File: src/hw/rtl/assert_macros.svh
// Assertion macros shared by the modular exponentiation RTL.
// Every macro samples on clk and is disabled while arst_n is low.
`ifndef ASSERT_MACROS_SVH
`define ASSERT_MACROS_SVH

// Same-cycle implication: when ante holds, cons must hold too.
`define MMEX_ASSERT_IMP(label, ante, cons, msg) \
	label: assert property (@(posedge clk) disable iff (!arst_n) (ante) |-> (cons)) \
		else $error(msg);

// Next-cycle implication: when ante holds, cons must hold in the next cycle.
`define MMEX_ASSERT_NXT(label, ante, cons, msg) \
	label: assert property (@(posedge clk) disable iff (!arst_n) (ante) |=> (cons)) \
		else $error(msg);

`endif

File: src/hw/rtl/mmex_pkg.sv
// Package for the modular exponentiation block: widths, microcode word
// layout, status struct and the microcode program. No dependencies.
package mmex_pkg;

	localparam int MMEX_WIDTH = 32;
	localparam int MMEX_PC_W  = 4;

	typedef enum logic [2:0] {
		COND_NEVER,
		COND_ALWAYS,
		COND_IN_IDLE,
		COND_EXP_ZERO,
		COND_MUL_BUSY,
		COND_EBIT_CLR,
		COND_BITS_LEFT,
		COND_OUT_BUSY
	} mmex_cond_t;

	// Multiplicand source
	typedef enum logic [1:0] {
		OPA_ONE,
		OPA_BASE,
		OPA_PROD
	} mmex_opa_t;

	// Multiplier source
	typedef enum logic [1:0] {
		OPX_ONE,
		OPX_BASE,
		OPX_PROD
	} mmex_opx_t;

	typedef struct packed {
		mmex_cond_t             cond;
		logic [MMEX_PC_W-1:0]   target;
		logic                   take;
		logic                   mul_go;
		mmex_opa_t              a_sel;
		mmex_opx_t              x_sel;
		logic                   base_ld;
		logic                   ebit_shift;
		logic                   out_ld;
		logic                   out_one;
	} mmex_uword_t;

	typedef struct packed {
		logic in_valid;
		logic exp_zero;
		logic mul_busy;
		logic ebit;
		logic bits_left;
		logic out_busy;
	} mmex_sts_t;

	localparam logic [MMEX_PC_W-1:0] STEP_WAIT_IN     = 4'd0;
	localparam logic [MMEX_PC_W-1:0] STEP_CHK_EXP     = 4'd1;
	localparam logic [MMEX_PC_W-1:0] STEP_RED_GO      = 4'd2;
	localparam logic [MMEX_PC_W-1:0] STEP_RED_WAIT    = 4'd3;
	localparam logic [MMEX_PC_W-1:0] STEP_ONE_GO      = 4'd4;
	localparam logic [MMEX_PC_W-1:0] STEP_ONE_WAIT    = 4'd5;
	localparam logic [MMEX_PC_W-1:0] STEP_SQR_GO      = 4'd6;
	localparam logic [MMEX_PC_W-1:0] STEP_SQR_WAIT    = 4'd7;
	localparam logic [MMEX_PC_W-1:0] STEP_BIT_TEST    = 4'd8;
	localparam logic [MMEX_PC_W-1:0] STEP_MUL_GO      = 4'd9;
	localparam logic [MMEX_PC_W-1:0] STEP_MUL_WAIT    = 4'd10;
	localparam logic [MMEX_PC_W-1:0] STEP_NEXT_BIT    = 4'd11;
	localparam logic [MMEX_PC_W-1:0] STEP_OUT_PROD    = 4'd12;
	localparam logic [MMEX_PC_W-1:0] STEP_PROD_DONE   = 4'd13;
	localparam logic [MMEX_PC_W-1:0] STEP_OUT_ONE     = 4'd14;
	localparam logic [MMEX_PC_W-1:0] STEP_ONE_DONE    = 4'd15;

	localparam mmex_uword_t UW_NOP = '{
		cond:       COND_NEVER,
		target:     STEP_WAIT_IN,
		take:       1'b0,
		mul_go:     1'b0,
		a_sel:      OPA_ONE,
		x_sel:      OPX_ONE,
		base_ld:    1'b0,
		ebit_shift: 1'b0,
		out_ld:     1'b0,
		out_one:    1'b0
	};

	// Microcode program: jump to target when cond holds, else fall through.
	function automatic mmex_uword_t mmex_rom(input logic [MMEX_PC_W-1:0] pc);
		mmex_uword_t w;
		w = UW_NOP;
		case (pc)
			STEP_WAIT_IN: begin
				w.take   = 1'b1;
				w.cond   = COND_IN_IDLE;
				w.target = STEP_WAIT_IN;
			end
			STEP_CHK_EXP: begin
				w.cond   = COND_EXP_ZERO;
				w.target = STEP_OUT_ONE;
			end
			STEP_RED_GO: begin
				// base mod m as 1 * base
				w.mul_go = 1'b1;
				w.a_sel  = OPA_ONE;
				w.x_sel  = OPX_BASE;
			end
			STEP_RED_WAIT, STEP_ONE_WAIT, STEP_SQR_WAIT, STEP_MUL_WAIT: begin
				w.cond   = COND_MUL_BUSY;
				w.target = pc;
			end
			STEP_ONE_GO: begin
				// keep the reduced base, then form 1 mod m as the start value
				w.base_ld = 1'b1;
				w.mul_go  = 1'b1;
				w.a_sel   = OPA_ONE;
				w.x_sel   = OPX_ONE;
			end
			STEP_SQR_GO: begin
				w.mul_go = 1'b1;
				w.a_sel  = OPA_PROD;
				w.x_sel  = OPX_PROD;
			end
			STEP_BIT_TEST: begin
				w.cond   = COND_EBIT_CLR;
				w.target = STEP_NEXT_BIT;
			end
			STEP_MUL_GO: begin
				w.mul_go = 1'b1;
				w.a_sel  = OPA_BASE;
				w.x_sel  = OPX_PROD;
			end
			STEP_NEXT_BIT: begin
				w.ebit_shift = 1'b1;
				w.cond       = COND_BITS_LEFT;
				w.target     = STEP_SQR_GO;
			end
			STEP_OUT_PROD: begin
				w.out_ld = 1'b1;
				w.cond   = COND_OUT_BUSY;
				w.target = STEP_OUT_PROD;
			end
			STEP_PROD_DONE, STEP_ONE_DONE: begin
				w.cond   = COND_ALWAYS;
				w.target = STEP_WAIT_IN;
			end
			STEP_OUT_ONE: begin
				w.out_ld  = 1'b1;
				w.out_one = 1'b1;
				w.cond    = COND_OUT_BUSY;
				w.target  = STEP_OUT_ONE;
			end
			default: begin
				w = UW_NOP;
			end
		endcase
		return w;
	endfunction

endpackage

File: src/hw/rtl/mmex_mulmod.sv
// Interleaved shift-add modular multiplier, one multiplier bit per cycle.
// Depends on mmex_pkg; a modulus of zero gives the product wrapped at WIDTH bits.
`include "assert_macros.svh"

module mmex_mulmod #(
	parameter int WIDTH = mmex_pkg::MMEX_WIDTH
) (
	input  logic             clk,
	input  logic             arst_n,
	input  logic             go,
	input  logic [WIDTH-1:0] opa,
	input  logic [WIDTH-1:0] opx,
	input  logic [WIDTH-1:0] modulus,
	output logic             busy,
	output logic [WIDTH-1:0] prod
);
	import mmex_pkg::*;

	localparam int CNT_W = $clog2(WIDTH);

	logic             busy_q;
	logic [CNT_W-1:0] cnt_q;
	logic [WIDTH-1:0] acc_q;
	logic [WIDTH-1:0] a_q;
	logic [WIDTH-1:0] x_q;

	logic             m_nz;
	logic [WIDTH:0]   m_ext;
	logic [WIDTH:0]   dbl;
	logic [WIDTH:0]   dbl_r;
	logic [WIDTH:0]   sum;
	logic [WIDTH:0]   sum_r;

	always_comb begin
		m_nz  = (modulus != '0);
		m_ext = {1'b0, modulus};
		dbl   = {acc_q, 1'b0};
		if (m_nz && (dbl >= m_ext)) begin
			dbl_r = dbl - m_ext;
		end else begin
			dbl_r = dbl;
		end
		sum = {1'b0, dbl_r[WIDTH-1:0]} + {1'b0, a_q};
		if (x_q[WIDTH-1]) begin
			if (m_nz && (sum >= m_ext)) begin
				sum_r = sum - m_ext;
			end else begin
				sum_r = sum;
			end
		end else begin
			sum_r = {1'b0, dbl_r[WIDTH-1:0]};
		end
	end

	always_ff @(posedge clk or negedge arst_n) begin
		if (!arst_n) begin
			busy_q <= 1'b0;
			cnt_q  <= '0;
		end else if (go) begin
			busy_q <= 1'b1;
			cnt_q  <= CNT_W'(WIDTH - 1);
		end else if (busy_q) begin
			cnt_q <= cnt_q - 1'b1;
			if (cnt_q == '0) begin
				busy_q <= 1'b0;
			end
		end
	end

	always_ff @(posedge clk) begin
		if (go) begin
			a_q   <= opa;
			x_q   <= opx;
			acc_q <= '0;
		end else if (busy_q) begin
			x_q   <= {x_q[WIDTH-2:0], 1'b0};
			acc_q <= sum_r[WIDTH-1:0];
		end
	end

	assign busy = busy_q;
	assign prod = acc_q;

	`MMEX_ASSERT_NXT(a_go_busy, go, busy_q, "multiplier did not start")
	`MMEX_ASSERT_IMP(a_acc_range, busy_q && m_nz, acc_q < modulus, "partial product not reduced")

endmodule

File: src/hw/rtl/mmex_seq.sv
// Microcode sequencer: step counter, program table lookup, conditional jumps.
// Depends on mmex_pkg for the control word, status struct and program.
`include "assert_macros.svh"

module mmex_seq (
	input  logic                clk,
	input  logic                arst_n,
	input  mmex_pkg::mmex_sts_t sts,
	output mmex_pkg::mmex_uword_t ctl
);
	import mmex_pkg::*;

	logic [MMEX_PC_W-1:0] pc_q;
	logic [MMEX_PC_W-1:0] pc_d;
	mmex_uword_t          uw;
	logic                 jump;

	always_comb begin
		uw = mmex_rom(pc_q);
		case (uw.cond)
			COND_NEVER:     jump = 1'b0;
			COND_ALWAYS:    jump = 1'b1;
			COND_IN_IDLE:   jump = !sts.in_valid;
			COND_EXP_ZERO:  jump = sts.exp_zero;
			COND_MUL_BUSY:  jump = sts.mul_busy;
			COND_EBIT_CLR:  jump = !sts.ebit;
			COND_BITS_LEFT: jump = sts.bits_left;
			COND_OUT_BUSY:  jump = sts.out_busy;
			default:        jump = 1'b0;
		endcase
		pc_d = jump ? uw.target : pc_q + 1'b1;
	end

	always_ff @(posedge clk or negedge arst_n) begin
		if (!arst_n) begin
			pc_q <= STEP_WAIT_IN;
		end else begin
			pc_q <= pc_d;
		end
	end

	assign ctl = uw;

	`MMEX_ASSERT_IMP(a_go_idle, uw.mul_go, !sts.mul_busy, "multiplier started while busy")

endmodule

File: src/hw/rtl/modular_exponentiation.sv
// Top level of the modular exponentiation block: register port, operand and
// output registers. Depends on mmex_pkg, mmex_seq and mmex_mulmod.
//
//   channel | signals                          | word
//   --------+----------------------------------+------------------
//   in      | in_valid, in_stall, base         | one base value
//   out     | out_valid, out_stall, power_mod  | one result
//   cfg     | psel, penable, pwrite, paddr ... | exponent, modulus
//
// Each modular multiply runs on the one shift-add multiplier; a zero exponent skips
// the multiplies and gives 1. One item is in work at a time; once the result is
// loaded, the sequencer passes a done step and returns to its input step, where the
// next item is accepted. Reset sets exponent to 0 and modulus to 1. A stalled result
// holds the output register and the sequencer waits at its output step.
`include "assert_macros.svh"

module modular_exponentiation #(
	parameter int WIDTH = mmex_pkg::MMEX_WIDTH
) (
	input  logic                                     clk,
	input  logic                                     arst_n,
	input  logic                                     in_valid,
	output logic                                     in_stall,
	input  logic [WIDTH-1:0]                         base,
	output logic                                     out_valid,
	input  logic                                     out_stall,
	output logic [WIDTH-1:0]                         power_mod,
	input  logic                                     psel,
	input  logic                                     penable,
	input  logic                                     pwrite,
	input  logic [((WIDTH > 32) ? 4 : 3)-1:0]        paddr,
	input  logic [((WIDTH > 32) ? 64 : 32)-1:0]      pwdata,
	output logic [((WIDTH > 32) ? 64 : 32)-1:0]      prdata,
	output logic                                     pready
);
	import mmex_pkg::*;

	localparam int ADDR_W = (WIDTH > 32) ? 4 : 3;
	localparam int DATA_W = (WIDTH > 32) ? 64 : 32;
	localparam int CNT_W  = $clog2(WIDTH);

	logic [WIDTH-1:0] exponent_q;
	logic [WIDTH-1:0] modulus_q;
	logic             cfg_wr;

	logic [WIDTH-1:0] base_q;
	logic [WIDTH-1:0] ebits_q;
	logic [CNT_W-1:0] bit_cnt_q;
	logic             out_valid_q;
	logic [WIDTH-1:0] power_mod_q;

	mmex_sts_t        sts;
	mmex_uword_t      ctl;
	logic             in_acc;
	logic             out_busy;
	logic             out_ld;
	logic             mul_busy;
	logic [WIDTH-1:0] prod;
	logic [WIDTH-1:0] opa;
	logic [WIDTH-1:0] opx;

	// register port
	assign pready = 1'b1;
	assign cfg_wr = psel && penable && pwrite;

	always_ff @(posedge clk or negedge arst_n) begin
		if (!arst_n) begin
			exponent_q <= '0;
			modulus_q  <= WIDTH'(1);
		end else if (cfg_wr) begin
			if (paddr[ADDR_W-1]) begin
				modulus_q <= pwdata[WIDTH-1:0];
			end else begin
				exponent_q <= pwdata[WIDTH-1:0];
			end
		end
	end

	always_comb begin
		if (paddr[ADDR_W-1]) begin
			prdata = DATA_W'(modulus_q);
		end else begin
			prdata = DATA_W'(exponent_q);
		end
	end

	// sequencer status
	assign in_acc   = in_valid && ctl.take;
	assign in_stall = !ctl.take;
	assign out_busy = out_valid_q && out_stall;
	assign out_ld   = ctl.out_ld && !out_busy;

	always_comb begin
		sts.in_valid  = in_valid;
		sts.exp_zero  = (exponent_q == '0);
		sts.mul_busy  = mul_busy;
		sts.ebit      = ebits_q[WIDTH-1];
		sts.bits_left = (bit_cnt_q != '0);
		sts.out_busy  = out_busy;
	end

	mmex_seq u_seq (
		.clk    (clk),
		.arst_n (arst_n),
		.sts    (sts),
		.ctl    (ctl)
	);

	always_comb begin
		case (ctl.a_sel)
			OPA_ONE:  opa = WIDTH'(1);
			OPA_BASE: opa = base_q;
			OPA_PROD: opa = prod;
			default:  opa = WIDTH'(1);
		endcase
		case (ctl.x_sel)
			OPX_ONE:  opx = WIDTH'(1);
			OPX_BASE: opx = base_q;
			OPX_PROD: opx = prod;
			default:  opx = WIDTH'(1);
		endcase
	end

	mmex_mulmod #(
		.WIDTH (WIDTH)
	) u_mulmod (
		.clk     (clk),
		.arst_n  (arst_n),
		.go      (ctl.mul_go),
		.opa     (opa),
		.opx     (opx),
		.modulus (modulus_q),
		.busy    (mul_busy),
		.prod    (prod)
	);

	// operand registers: take the word, then hold the reduced base and step through the exponent bits
	always_ff @(posedge clk) begin
		if (in_acc) begin
			base_q    <= base;
			ebits_q   <= exponent_q;
			bit_cnt_q <= CNT_W'(WIDTH - 1);
		end else begin
			if (ctl.base_ld) begin
				base_q <= prod;
			end
			if (ctl.ebit_shift) begin
				ebits_q   <= {ebits_q[WIDTH-2:0], 1'b0};
				bit_cnt_q <= bit_cnt_q - 1'b1;
			end
		end
	end

	// output register
	always_ff @(posedge clk or negedge arst_n) begin
		if (!arst_n) begin
			out_valid_q <= 1'b0;
		end else if (out_ld) begin
			out_valid_q <= 1'b1;
		end else if (!out_stall) begin
			out_valid_q <= 1'b0;
		end
	end

	always_ff @(posedge clk) begin
		if (out_ld) begin
			power_mod_q <= ctl.out_one ? WIDTH'(1) : prod;
		end
	end

	assign out_valid = out_valid_q;
	assign power_mod = power_mod_q;

	`MMEX_ASSERT_IMP(a_out_settled, out_ld, !mul_busy, "result loaded while multiply in flight")
	`MMEX_ASSERT_IMP(a_take_idle, in_acc, !mul_busy, "word taken while multiply in flight")

endmodule
File: config.mk
export PLATFORM = sky130hd
export DESIGN_NAME = modular_exponentiation
export DESIGN_NICKNAME = d
export VERILOG_FILES = /design/src/hw/rtl/mmex_pkg.sv /design/src/hw/rtl/mmex_mulmod.sv /design/src/hw/rtl/mmex_seq.sv /design/src/hw/rtl/modular_exponentiation.sv
export VERILOG_INCLUDE_DIRS = /design/src /design/src/hw/rtl
export SDC_FILE = /design/constraint.sdc
export NUM_CORES = 1
export LEC_CHECK = 0
export BUFFER_PORTS_ARGS = -buffer_cell sky130_fd_sc_hd__buf_2
export CAP_MARGIN = 20
export CORE_ASPECT_RATIO = 2
export CORE_MARGIN = 3
export CORE_UTILIZATION = 30
export DETAILED_ROUTE_END_ITERATION = 16
export GPL_TIMING_DRIVEN = 1
export MAX_ROUTING_LAYER = met4
export PLACE_DENSITY = 0.57
export SETUP_SLACK_MARGIN = 0.2
export SYNTH_ARGS = -nofsm -noshare
export SYNTH_HDL_FRONTEND = slang
export SYNTH_SLANG_ARGS = --single-unit
File: constraint.sdc
create_clock -name clk -period 8.4 [get_ports clk]
set_clock_uncertainty 0.15 [all_clocks]
set_input_delay 2.52 -clock clk [delete_from_list [all_inputs] [get_ports clk]]
set_output_delay 2.52 -clock clk [all_outputs]
set_load 0.01 [all_outputs]
; ---- Word-level counts from Yosys, hierarchy flattened
; Cells that the tools add are included.
[totals]
ff_bits = 272
latchBits = 0
mem_bits_rw = 0
mem_bits_ro = 0
inputBits = 74
output_inout_bits = 67
n_memories = 0
[classes]
addsub = 6
n_mul = 0
n_div = 0
n_lt_le_gt_ge = 2
n_eq_ne = 28
n_shift = 0
mux = 28
n_bitwise = 1
n_reduce_logical = 25
[op_table]
columns = operator, count
row1 = 2-to-1 mux 32 bit, 10
row2 = case mux 32 bit (2 select lines), 2
row3 = >= comparator 33 x 32 -> 1 bit, 2
row4 = subtractor 32 bit, 2
row5 = case mux 7 bit (8 select lines), 1
row6 = adder 32 x 32 -> 33 bit, 1
row7 = "equality test 4 bit, second input constant", 8
row8 = zero test 32 bit, 1
row9 = nonzero test 32 bit, 1
row10 = case mux 5 bit (4 select lines), 1
row11 = "equality test 4 x 3 -> 1 bit, second input constant", 4
row12 = "equality test 3 bit, second input constant", 4
row13 = 2-to-1 mux 1 bit, 10
row14 = 2-to-1 mux 5 bit, 2
row15 = "subtractor 5 x 1 -> 5 bit, second input constant", 2
row16 = "equality test 4 x 2 -> 1 bit, second input constant", 2
row17 = case mux 1 bit (8 select lines), 1
row18 = logical AND 1 bit, 7
row19 = "equality test 3 x 2 -> 1 bit, second input constant", 2
row20 = nonzero test 2 bit, 3
row21 = zero test 5 bit, 1
row22 = nonzero test 5 bit, 1
row23 = "adder 4 x 1 -> 4 bit, second input constant", 1
row24 = "equality test 2 x 1 -> 1 bit, second input constant", 2
row25 = other kinds (13), 19

; ---- Logic depth before layout (Yosys ltp)
; Gate-level depths: netlist of the first run.
[logic_depth]
word_depth = 8
depth_mapped = 34

; ---- Hierarchy
; From an unflattened synthesis of the first run, not the netlist that was laid out.
[hier_totals]
cells_unflattened = 1802
area_unflattened_um2 = 18506.5
[by_module_without_submodules]
columns = mod, instances, cells_per_inst, area_per_inst_um2, seq_area_each_um2
row1 = mmex_mulmod, 1, 1158, 9969.6, 2712.6
row2 = modular_exponentiation, 1, 571, 7966.4, 4610.7
row3 = mmex_seq, 1, 73, 570.5, 100.1

; ---- Least setup slack after synthesis of the first run
; No wires, ideal clock.
[synth_timing]
path_kind = reg2reg
startpoint = register modulus_q[12]
endpoint = register u_mulmod.acc_q[28] (netlist: u_mulmod.prod[28])
setup_ps = 94
arrival_ps = 6266
required_time_ps = 8156
setup_slack_ps = 1890
path_stages_with_launch = 31
n_path_buf = 2
path_cell_list = dfrtp_1 > inv_1 > ha_1 > and4_1 > and3_1 > o31a_1 > a21o_1 > nand3_1 > a31oi_4 > buf_4 > mux2_2 > ha_1 > and3_1 > nand2_1 > nor4_1 > o21ai_0 > a21oi_1 > a31o_2 > a31oi_1 > xnor2_1 > ha_1 > nand2_1 > nor3_1 > nand2_1 > nor4b_1 > a211oi_1 > a21oi_1 > a211oi_2 > buf_4 > or3_1 > a31oi_1
[synth_between]
elab_chain_len = 8
word_cells_on_any_way = 11
cone_classes = add/sub (3) / order compare (2) / mux (3) / reduce/logical (3)
[synth_lines]
columns = item, line_no
row1 = from (decl), modular_exponentiation.sv:43  ; logic [WIDTH-1:0] modulus_q;
row2 = from (signal assigned), modular_exponentiation.sv:72  ; modulus_q <= pwdata[WIDTH-1:0];
row3 = >= comparator 33 x 32 -> 1 bit or nonzero test 32 bit (tied branches), "mmex_mulmod.sv:38, mmex_mulmod.sv:35"
row4 = logical AND 1 bit, mmex_mulmod.sv:38  ; if (m_nz && (dbl >= m_ext)) begin
row5 = 2-to-1 mux 32 bit, mmex_mulmod.sv:38
row6 = adder 32 x 32 -> 33 bit, mmex_mulmod.sv:43  ; sum = {1'b0, dbl_r[WIDTH-1:0]} + {1'b0, a_q};
row7 = >= comparator 33 x 32 -> 1 bit, mmex_mulmod.sv:45  ; if (m_nz && (sum >= m_ext)) begin
row8 = logical AND 1 bit, mmex_mulmod.sv:45
row9 = 2-to-1 mux 32 bit, mmex_mulmod.sv:45
row10 = 2-to-1 mux 32 bit *, mmex_mulmod.sv:44  ; if (x_q[WIDTH-1]) begin
row11 = to (signal assigned), mmex_mulmod.sv:77  ; acc_q <= sum_r[WIDTH-1:0];
row12 = to (decl), mmex_mulmod.sv:23  ; logic [WIDTH-1:0] acc_q;
; Mark *: on every way between the ends. The rest lies on a longest branch, timed or not.
; A chain may end at the register's enable or synchronous reset.

; ---- Worst setup path after layout of the first run
[layout_timing]
startpoint = register u_mulmod.acc_q[11] (netlist: u_mulmod.prod[11])
endpoint = register u_mulmod.acc_q[28] (netlist: u_mulmod.prod[28])
[layout_between]
elab_chain_len = 8
word_cells_on_any_way = 10
cone_classes = add/sub (3) / order compare (2) / mux (3) / reduce/logical (2)
[layout_lines]
columns = item, line_no
row1 = >= comparator 33 x 32 -> 1 bit, mmex_mulmod.sv:38
row2 = logical AND 1 bit, mmex_mulmod.sv:38
row3 = 2-to-1 mux 32 bit *, mmex_mulmod.sv:38
row4 = adder 32 x 32 -> 33 bit, mmex_mulmod.sv:43
row5 = >= comparator 33 x 32 -> 1 bit, mmex_mulmod.sv:45
row6 = logical AND 1 bit, mmex_mulmod.sv:45
row7 = 2-to-1 mux 32 bit, mmex_mulmod.sv:45
row8 = 2-to-1 mux 32 bit *, mmex_mulmod.sv:44
; Marks and branches as above.

==> flow_summary.html, run 1 <==
<table>
<tr><th>Metric</th><th>Value</th></tr>
<tr><th colspan="2">Setup path</th></tr>
<tr><td>CP Max Fanout</td><td>18</td></tr>
<tr><td>Start-to-end type of the worst setup path</td><td>register to register</td></tr>
<tr><td>Most repeated library cell on the critical path</td><td>sky130_fd_sc_hd__buf_4</td></tr>
<tr><td>Startpoint kind of the worst setup timing path</td><td>register</td></tr>
<tr><td>Setup crit end kind</td><td>register</td></tr>
<tr><td>Longest individual stage delay on the worst path</td><td>470 ps</td></tr>
<tr><td>Master of the slowest instance on the critical path</td><td>sky130_fd_sc_hd__ha_1</td></tr>
<tr><td>CP required</td><td>~8800 ps</td></tr>
<tr><td>Slack of the worst reg-to-reg path</td><td>roughly 610 ps</td></tr>
<tr><td>Arrival time worst endpoint</td><td>just over 8000 ps</td></tr>
<tr><th colspan="2">Synthesis</th></tr>
<tr><td>Yosys warning total</td><td>0</td></tr>
<tr><td>Post-synth EDFFs</td><td>160</td></tr>
<tr><td>Post-synth top area cell</td><td>sky130_fd_sc_hd__edfxtp_1</td></tr>
<tr><td>Multiplexer area fraction after synthesis</td><td>0.0823</td></tr>
<tr><td>Combinational family with the most area after synthesis</td><td>compound AO/OA/AOI/OAI gates</td></tr>
<tr><td>Flip-flop cell with the highest count after synthesis</td><td>sky130_fd_sc_hd__edfxtp_1</td></tr>
<tr><td>Basic-gate share of the synthesized area counting and, or, nand and nor cells</td><td>0.163</td></tr>
<tr><td>Post-Synthesis Cells</td><td>around 1900</td></tr>
<tr><td>Synthesized-area fraction occupied by adder cells</td><td>0.0792</td></tr>
<tr><td>Sequential area share after synthesis</td><td>0.413</td></tr>
<tr><td>Distinct cells, synth</td><td>roughly 80</td></tr>
<tr><td>Share of flip-flops with an asynchronous set or reset after synthesis</td><td>0.276</td></tr>
<tr><td>Area share of xor/xnor cells in the synthesized design</td><td>0.0419</td></tr>
<tr><td>Synthesized Nets</td><td>~2100</td></tr>
<tr><td>Post-synthesis instance area</td><td>approximately 0.018 mm2</td></tr>
<tr><td>Mean instance size in the synthesized netlist</td><td>approximately 9.5 um2</td></tr>
<tr><td>Compound-Gate Fraction of Synth Area</td><td>0.184</td></tr>
<tr><td>Top cell type's share of synthesized area</td><td>0.267</td></tr>
<tr><td>Flip-flop and latch count after synthesis</td><td>272</td></tr>
<tr><td>Most area-consuming cells after synthesis</td><td>sky130_fd_sc_hd__edfxtp_1 (27%), sky130_fd_sc_hd__dfrtp_1 (10%), sky130_fd_sc_hd__ha_1 (7.6%)</td></tr>
<tr><th colspan="2">Clock network</th></tr>
<tr><td>Clock latency on the worst-skew pair</td><td>between 500 and 600 ps</td></tr>
<tr><td>Number of buffers added by the clock tree synthesis step</td><td>27</td></tr>
<tr><td>Bufs on Longest Clock Path</td><td>3</td></tr>
<tr><td>CTS tree</td><td>built</td></tr>
<tr><td>TritonCTS Sinks</td><td>around 270</td></tr>
<tr><td>Total number of H-tree levels</td><td>1</td></tr>
<tr><td>Clock-pin slew of the registers on the worst-case setup and hold paths</td><td>approximately 70 ps</td></tr>
<tr><td>Root Driver</td><td>sky130_fd_sc_hd__clkbuf_16</td></tr>
<tr><th colspan="2">STA</th></tr>
<tr><td>Transition time at the pin with the least slew margin</td><td>~1100 ps</td></tr>
<tr><td>Endpoints failing setup</td><td>0</td></tr>
<tr><td>RSZ-0062 raised after global routing</td><td>false</td></tr>
<tr><td>Number of pins exceeding their max-slew limit in the final report</td><td>0</td></tr>
<tr><td>Max Freq</td><td>128 MHz</td></tr>
<tr><td>Fin crit period</td><td>~8000 ps</td></tr>
<tr><td>Final total negative setup slack</td><td>0 ps</td></tr>
<tr><td>Hold Worst Slack</td><td>about 350 ps</td></tr>
<tr><td>Ratio of final minimum period to clock period</td><td>0.927</td></tr>
<tr><td>Final hold violations</td><td>0</td></tr>
<tr><td>Worst relative slew slack</td><td>0.285</td></tr>
<tr><th colspan="2">Hold path</th></tr>
<tr><td>Min-Delay Path Class</td><td>register to register</td></tr>
<tr><th colspan="2">Finish</th></tr>
<tr><td>Share of cells above drive strength 1</td><td>0.228</td></tr>
<tr><td>Total inserted antenna cells</td><td>0</td></tr>
<tr><td>Number of nets in the final layout</td><td>approximately 2300</td></tr>
<tr><td>Area growth, synth to finish</td><td>19.0%</td></tr>
<tr><td>Number of filler instances in the final layout</td><td>6017</td></tr>
<tr><td>Post-route non-filler standard cell count</td><td>between 2000 and 3000</td></tr>
<tr><td>Share of the core filled with cells in the final layout</td><td>0.362</td></tr>
<tr><th colspan="2">Global routing</th></tr>
<tr><td>Via count of the first global-routing pass</td><td>roughly 16000</td></tr>
<tr><td>Antenna violations before repair</td><td>0</td></tr>
<tr><td>Pin count of the biggest net entering global routing</td><td>63</td></tr>
<tr><td>All-Layer GR Usage</td><td>0.191</td></tr>
<tr><td>First-pass GRT wire length</td><td>91.3 mm</td></tr>
<tr><td>Sum of overflow across all layers after global routing</td><td>0</td></tr>
<tr><th colspan="2">Die</th></tr>
<tr><td>Floorplan core area</td><td>0.0591 mm2</td></tr>
<tr><td>Vertical die dimension</td><td>~350 um</td></tr>
<tr><td>FP Rows</td><td>~130</td></tr>
<tr><td>Die Outline Area</td><td>between 0.06 and 0.07 mm2</td></tr>
<tr><td>DIE WIDTH</td><td>between 150 and 200 um</td></tr>
<tr><td>Initial standard-cell utilization of the core</td><td>0.304</td></tr>
<tr><td>IO Count</td><td>between 100 and 150</td></tr>
<tr><th colspan="2">Status</th></tr>
<tr><td>Status</td><td>finished clean</td></tr>
<tr><th colspan="2">Routing</th></tr>
<tr><td>Detailed Route WL</td><td>between 50 and 60 mm</td></tr>
<tr><td>Detail Route Antenna Nets</td><td>0</td></tr>
<tr><td>Total via count after detailed routing</td><td>roughly 15000</td></tr>
<tr><td>Number of detailed-route iterations in the first pass</td><td>5</td></tr>
<tr><td>Number of design-rule violations left by the first detailed-router iteration</td><td>668</td></tr>
<tr><td>DRC violation count after routing</td><td>0</td></tr>
<tr><td>Mean routed wirelength per cell</td><td>just over 20 um</td></tr>
<tr><td>Via density per instance</td><td>about 5.2</td></tr>
<tr><th colspan="2">Placement</th></tr>
<tr><td>Global placement routability congestion</td><td>0.913</td></tr>
<tr><td>Number of port buffers</td><td>roughly 140</td></tr>
<tr><td>Placed instance count</td><td>roughly 2800</td></tr>
<tr><td>Detailed-placement wirelength estimate</td><td>approximately 47 mm</td></tr>
<tr><th colspan="2">Job</th></tr>
<tr><td>Count of max-cap constraint violations</td><td>0</td></tr>
</table>
flip-flops by register name, indices dropped and copies added (netlist names):
signal and flops:
base_q 32, u_mulmod.cnt_q 5, u_mulmod.x_q 32, ebits_q 32, u_mulmod.a_q 32, u_mulmod.prod 32
u_seq.pc_q 4, modulus_q 32, exponent_q 32, bit_cnt_q 5, u_mulmod.busy 1, power_mod 32
out_valid 1
cells in the final DEF, fill, tap and decap left out, types with 14 or more instances in the layout:
cell,instances
sky130_fd_sc_hd__o21a_1,15
sky130_fd_sc_hd__a22oi_1,69
sky130_fd_sc_hd__nand2b_1,18
sky130_fd_sc_hd__mux2_2,121
sky130_fd_sc_hd__a21oi_1,121
sky130_fd_sc_hd__nor2_1,99
sky130_fd_sc_hd__clkbuf_16,28
sky130_fd_sc_hd__o221ai_1,20
sky130_fd_sc_hd__o31ai_1,38
sky130_fd_sc_hd__dfrtp_1,74
sky130_fd_sc_hd__nor3_1,29
sky130_fd_sc_hd__buf_2,136
sky130_fd_sc_hd__nor2b_1,42
sky130_fd_sc_hd__dfxtp_1,37
sky130_fd_sc_hd__and2_1,36
sky130_fd_sc_hd__nor4_1,21
sky130_fd_sc_hd__nand3_1,18
sky130_fd_sc_hd__xor2_1,31
sky130_fd_sc_hd__a211oi_1,23
sky130_fd_sc_hd__and3_1,14
sky130_fd_sc_hd__nand2_1,307
sky130_fd_sc_hd__edfxtp_1,160
sky130_fd_sc_hd__xnor2_1,55
sky130_fd_sc_hd__buf_4,137
sky130_fd_sc_hd__inv_1,74
sky130_fd_sc_hd__o21ai_0,55
sky130_fd_sc_hd__ha_1,108
sky130_fd_sc_hd__a21o_1,38
sky130_fd_sc_hd__nand4_1,15
per-stage QoR:
stage,cell area (um2),setup WS [ps]
finish,21400,611
global route,21400,229
CTS,21200,432
detailed placement,20300,440
global placement,20300,432
floorplan,18000,1890
kinds of logic (layout without fill, tap and decap cells):
logic type      Yosys count  after routing
simple gates            635            635
compound gates          482            482
flops                   272            272
buf+inv                 164            402
mux                     132            132
fa+ha+maj               112            112
xor+xnor                 86             86
other cells               1              1
worst paths after layout:
kind / start / endpoint / cells past startpoint
worst max-delay path: u_mulmod.prod[11]$_SDFFE_PN0P_ / u_mulmod.prod[28]$_SDFFE_PN0P_ / 35
max in group asynchronous: arst_n / modulus_q[1]$_DFFE_PN0P_ / 2
worst min register to register: ebits_q[17]$_DFFE_PP_ / ebits_q[18]$_DFFE_PP_ / 2
worst min-delay path: ebits_q[17]$_DFFE_PP_ / ebits_q[18]$_DFFE_PP_ / 2
worst max register to register: u_mulmod.prod[11]$_SDFFE_PN0P_ / u_mulmod.prod[28]$_SDFFE_PN0P_ / 35
min in group asynchronous: arst_n / out_valid$_DFFE_PN0P_ / 1
metal layers:
metal  vias up  part of all wire  track usage
met2       365              0.52        0.346
met1      7311              0.39        0.209
met4         0             0.055       0.0869
li1       7340                 -            -
met3       111             0.034       0.0133
met5         -                 0            -
synth_stat cells (36+ instances only):
| cell | number |
|---|---|
| sky130_fd_sc_hd__a21o_1 | 38 |
| sky130_fd_sc_hd__a21oi_1 | 123 |
| sky130_fd_sc_hd__a22oi_1 | 69 |
| sky130_fd_sc_hd__and2_1 | 36 |
| sky130_fd_sc_hd__clkbuf_1 | 76 |
| sky130_fd_sc_hd__dfrtp_1 | 74 |
| sky130_fd_sc_hd__dfxtp_1 | 37 |
| sky130_fd_sc_hd__edfxtp_1 | 160 |
| sky130_fd_sc_hd__ha_1 | 109 |
| sky130_fd_sc_hd__inv_1 | 74 |
| sky130_fd_sc_hd__mux2_2 | 121 |
| sky130_fd_sc_hd__nand2_1 | 307 |
| sky130_fd_sc_hd__nor2_1 | 99 |
| sky130_fd_sc_hd__nor2b_1 | 42 |
| sky130_fd_sc_hd__o21ai_0 | 57 |
| sky130_fd_sc_hd__o31ai_1 | 41 |
| sky130_fd_sc_hd__xnor2_1 | 55 |
area by class of cell:
cell class / instances / area (um2) / area share
Timing Repair Buffer: 279 / 1840 / 0.0861
Sequential cell: 272 / 7420 / 0.347
Multi-Input combinational cell: 1448 / 10000 / 0.469
Tap cell: 768 / 961 / 0.0449
Inverter: 75 / 282 / 0.0132
Clock inverter: 16 / 163 / 0.00761
Clock buffer: 32 / 694 / 0.0325
worst max-delay path, delay by kind of cell, from the launching register on:
kind / cells / cell delay (ps)
and+or+nand+nor: 9 / 2140
adders and majority gates: 3 / 1120
muxes: 1 / 160
buffers and inverters: 8 / 1330
DFF: 1 / 400
AOI/OAI and AO/OA: 14 / 2400
what timing repair did:
action                                  4_1_cts  5_1_grt
endpoints found under the setup margin        0       32
buffers inserted                              0        4
resized for setup                             0       17
hold buffers                                  0        0
endpoints found under the hold margin         0        0
Power of run 1 is not shown: default switching activity piles up to over one toggle a cycle in this logic, so the estimate is an artifact.
==> run 2, diff against run 1 <==
CTS_BUF_LIST = sky130_fd_sc_hd__clkbuf_8   (was not set)
==> run 2 against run 1 <==
Against the previous run: routed wire length up 0.93%; clock-buffer cell count up 15; global-route usage up 0.15 points; critical path depth unchanged; critical path type unchanged; highest routed layer unchanged.
==> flow_summary.html, run 2 (synthesized netlist as in run 1, its figures left out) <==
<table>
<tr><th>Metric</th><th>Value</th></tr>
<tr><th colspan="2">Status</th></tr>
<tr><td>Status</td><td>finished clean (unchanged)</td></tr>
<tr><th colspan="2">Routing</th></tr>
<tr><td>Number of detailed-route iterations in the first pass</td><td>5 (unchanged)</td></tr>
<tr><td>Mean routed wirelength per cell</td><td>20.6 um (about the same)</td></tr>
<tr><td>Via density per instance</td><td>5.25 (was 5.23)</td></tr>
<tr><td>Detail Route Antenna Nets</td><td>0 (unchanged)</td></tr>
<tr><td>Detailed Route WL</td><td>60.1 mm (was 59.5 mm)</td></tr>
<tr><td>Total via count after detailed routing</td><td>15329 (was 15127)</td></tr>
<tr><td>DRC violation count after routing</td><td>0 (unchanged)</td></tr>
<tr><td>Number of design-rule violations left by the first detailed-router iteration</td><td>603 (was 668)</td></tr>
<tr><th colspan="2">STA</th></tr>
<tr><td>Ratio of final minimum period to clock period</td><td>0.936 (was 0.927)</td></tr>
<tr><td>Transition time at the pin with the least slew margin</td><td>1070 ps (about the same)</td></tr>
<tr><td>Final hold violations</td><td>0 (unchanged)</td></tr>
<tr><td>RSZ-0062 raised after global routing</td><td>false (unchanged)</td></tr>
<tr><td>Max Freq</td><td>127 MHz (was 128 MHz)</td></tr>
<tr><td>Worst relative slew slack</td><td>0.288 (was 0.285)</td></tr>
<tr><td>Fin crit period</td><td>7860 ps (was 7790 ps)</td></tr>
<tr><td>Endpoints failing setup</td><td>0 (unchanged)</td></tr>
<tr><td>Final total negative setup slack</td><td>0 ps (unchanged)</td></tr>
<tr><td>Number of pins exceeding their max-slew limit in the final report</td><td>0 (unchanged)</td></tr>
<tr><th colspan="2">Finish</th></tr>
<tr><td>Number of nets in the final layout</td><td>2304 (was 2289)</td></tr>
<tr><td>Area growth, synth to finish</td><td>19.2% (was 19.0%)</td></tr>
<tr><td>Highest-count cells in the layout ignoring fill and taps</td><td>sky130_fd_sc_hd__nand2_1 (307), sky130_fd_sc_hd__edfxtp_1 (160), sky130_fd_sc_hd__buf_4 (137) (unchanged)</td></tr>
<tr><td>Leading cell type in the layout, fill and taps excluded</td><td>sky130_fd_sc_hd__nand2_1 (unchanged)</td></tr>
<tr><td>Share of cells above drive strength 1</td><td>0.234 (was 0.228)</td></tr>
<tr><th colspan="2">Setup path</th></tr>
<tr><td>Setup crit end kind</td><td>register (unchanged)</td></tr>
<tr><td>Longest individual stage delay on the worst path</td><td>470 ps (about the same)</td></tr>
<tr><td>Arrival time worst endpoint</td><td>8250 ps (was 8160 ps)</td></tr>
<tr><td>Slack of the worst reg-to-reg path</td><td>540 ps (was 610 ps)</td></tr>
<tr><td>Most repeated library cell on the critical path</td><td>sky130_fd_sc_hd__buf_4 (unchanged)</td></tr>
<tr><td>Count of buffering cells on the critical path with inverters included</td><td>8 (unchanged)</td></tr>
<tr><td>CP required</td><td>8790 ps (was 8770 ps)</td></tr>
<tr><td>Startpoint kind of the worst setup timing path</td><td>register (unchanged)</td></tr>
<tr><td>Master of the slowest instance on the critical path</td><td>sky130_fd_sc_hd__ha_1 (unchanged)</td></tr>
<tr><td>Cell family with most CP delay</td><td>compound AO/OA/AOI/OAI gates (unchanged)</td></tr>
<tr><td>CP Max Fanout</td><td>18 (unchanged)</td></tr>
<tr><td>Start-to-end type of the worst setup path</td><td>register to register (unchanged)</td></tr>
<tr><th colspan="2">Global routing</th></tr>
<tr><td>Antenna violations before repair</td><td>1 (was 0)</td></tr>
<tr><td>Sum of overflow across all layers after global routing</td><td>0 (unchanged)</td></tr>
<tr><td>First-pass GRT wire length</td><td>91.8 mm (was 91.3 mm)</td></tr>
<tr><td>All-Layer GR Usage</td><td>0.192 (was 0.191)</td></tr>
<tr><td>Pin count of the biggest net entering global routing</td><td>63 (unchanged)</td></tr>
<tr><td>Via count of the first global-routing pass</td><td>16070 (was 15968)</td></tr>
<tr><th colspan="2">Placement</th></tr>
<tr><td>Detailed-placement wirelength estimate</td><td>46.9 mm (unchanged)</td></tr>
<tr><td>Global placement routability congestion</td><td>0.913 (unchanged)</td></tr>
<tr><td>Number of port buffers</td><td>137 (unchanged)</td></tr>
<tr><th colspan="2">Die</th></tr>
<tr><td>IO Count</td><td>141 (unchanged)</td></tr>
<tr><td>DIE WIDTH</td><td>179 um (unchanged)</td></tr>
<tr><td>Die Outline Area</td><td>0.0631 mm2 (unchanged)</td></tr>
<tr><td>FP Rows</td><td>126 (unchanged)</td></tr>
<tr><td>Initial standard-cell utilization of the core</td><td>0.304 (unchanged)</td></tr>
<tr><td>Vertical die dimension</td><td>352 um (unchanged)</td></tr>
<tr><td>Floorplan core area</td><td>0.0591 mm2 (unchanged)</td></tr>
<tr><th colspan="2">Clock network</th></tr>
<tr><td>TritonCTS Sinks</td><td>272 (unchanged)</td></tr>
<tr><td>Clock-pin slew of the registers on the worst-case setup and hold paths</td><td>70 ps (about the same)</td></tr>
<tr><td>CTS tree</td><td>built (unchanged)</td></tr>
<tr><td>Root Driver</td><td>sky130_fd_sc_hd__clkbuf_8 (was sky130_fd_sc_hd__clkbuf_16)</td></tr>
<tr><td>Clock latency on the worst-skew pair</td><td>610 ps (was 590 ps)</td></tr>
<tr><td>Total number of H-tree levels</td><td>2 (was 1)</td></tr>
<tr><td>Post-CTS Hold Fix Bufs</td><td>0 (unchanged)</td></tr>
<tr><td>Number of buffers added by the clock tree synthesis step</td><td>42 (was 27)</td></tr>
<tr><td>Bufs on Longest Clock Path</td><td>3 (unchanged)</td></tr>
<tr><th colspan="2">Hold path</th></tr>
<tr><td>Min-Delay Path Class</td><td>register to register (unchanged)</td></tr>
<tr><th colspan="2">Job</th></tr>
<tr><td>Count of max-cap constraint violations</td><td>0 (unchanged)</td></tr>
</table>
## run 2: cell count changes in the layout (fill, tap and decap cells not counted), moves of 3 or more
| cell | change |
|---|---|
| sky130_fd_sc_hd__clkbuf_1 | -5 |
| sky130_fd_sc_hd__clkbuf_16 | -27 |
| sky130_fd_sc_hd__clkbuf_8 | +47 |
| sky130_fd_sc_hd__clkinv_1 | +3 |
| sky130_fd_sc_hd__inv_1 | +11 |
## run 2: worst paths after layout
check                      cells after the start                           start                        endpoint
max                                           35  u_mulmod.prod[11]$_SDFFE_PN0P_  u_mulmod.prod[28]$_SDFFE_PN0P_
min                                            2      u_mulmod.x_q[16]$_DFFE_PP_      u_mulmod.x_q[17]$_DFFE_PP_
max reg2reg                                   35  u_mulmod.prod[11]$_SDFFE_PN0P_  u_mulmod.prod[28]$_SDFFE_PN0P_
min reg2reg                                    2      u_mulmod.x_q[16]$_DFFE_PP_      u_mulmod.x_q[17]$_DFFE_PP_
max in group asynchronous                      2                          arst_n       exponent_q[2]$_DFFE_PN0P_
min in group asynchronous                      1                          arst_n           out_valid$_DFFE_PN0P_
## run 2: cell type report
class,instances,area [um2]
Antenna cell,1,2.50
Clock buffer,47,647
Clock inverter,30,238
Fill cell,6028,37700
Inverter,75,282
Multi-Input combinational cell,1448,10000
Sequential cell,272,7420
Tap cell,768,961
Timing Repair Buffer,279,1840
## run 2: metal layers
| metal | vias up | wire length [um] | track usage |
|---|---|---|---|
| met1 | 7409 | 23000 | 0.208 |
| met4 | 0 | 3150 | 0.0901 |
| met5 | - | 0 | - |
| li1 | 7396 | - | - |
| met3 | 130 | 2140 | 0.0186 |
| met2 | 394 | 31800 | 0.347 |
## run 2: metrics by stage
stage,cells,utilization,area (um2),worst slack (ps),hold WS (ps)
after global routing,2920,0.362,21400,208,381
after detailed placement,2836,0.344,20300,440,339
after floorplan,1884,-,18000,1890,307
after CTS,2913,0.359,21200,409,364
final,2920,0.362,21400,541,364
after global placement,2836,0.344,20300,432,323
## run 2: repair_timing
item	CTS	global route
setup buffers	0	4
endpoints found under the setup margin	0	32
resized for setup	0	18
## run 2: worst register-to-register path, delay by kind of cell, from the launching register on
kind	cells	cell delay, ps
multiplexers	1	160
adder cells (fa/ha/maj)	3	1140
AO/OA/AOI/OAI	14	2420
flip-flops	1	410
AND/OR/NAND/NOR	9	2170
buffers and inverters	8	1360
Power of run 2 is left out for the same reason.
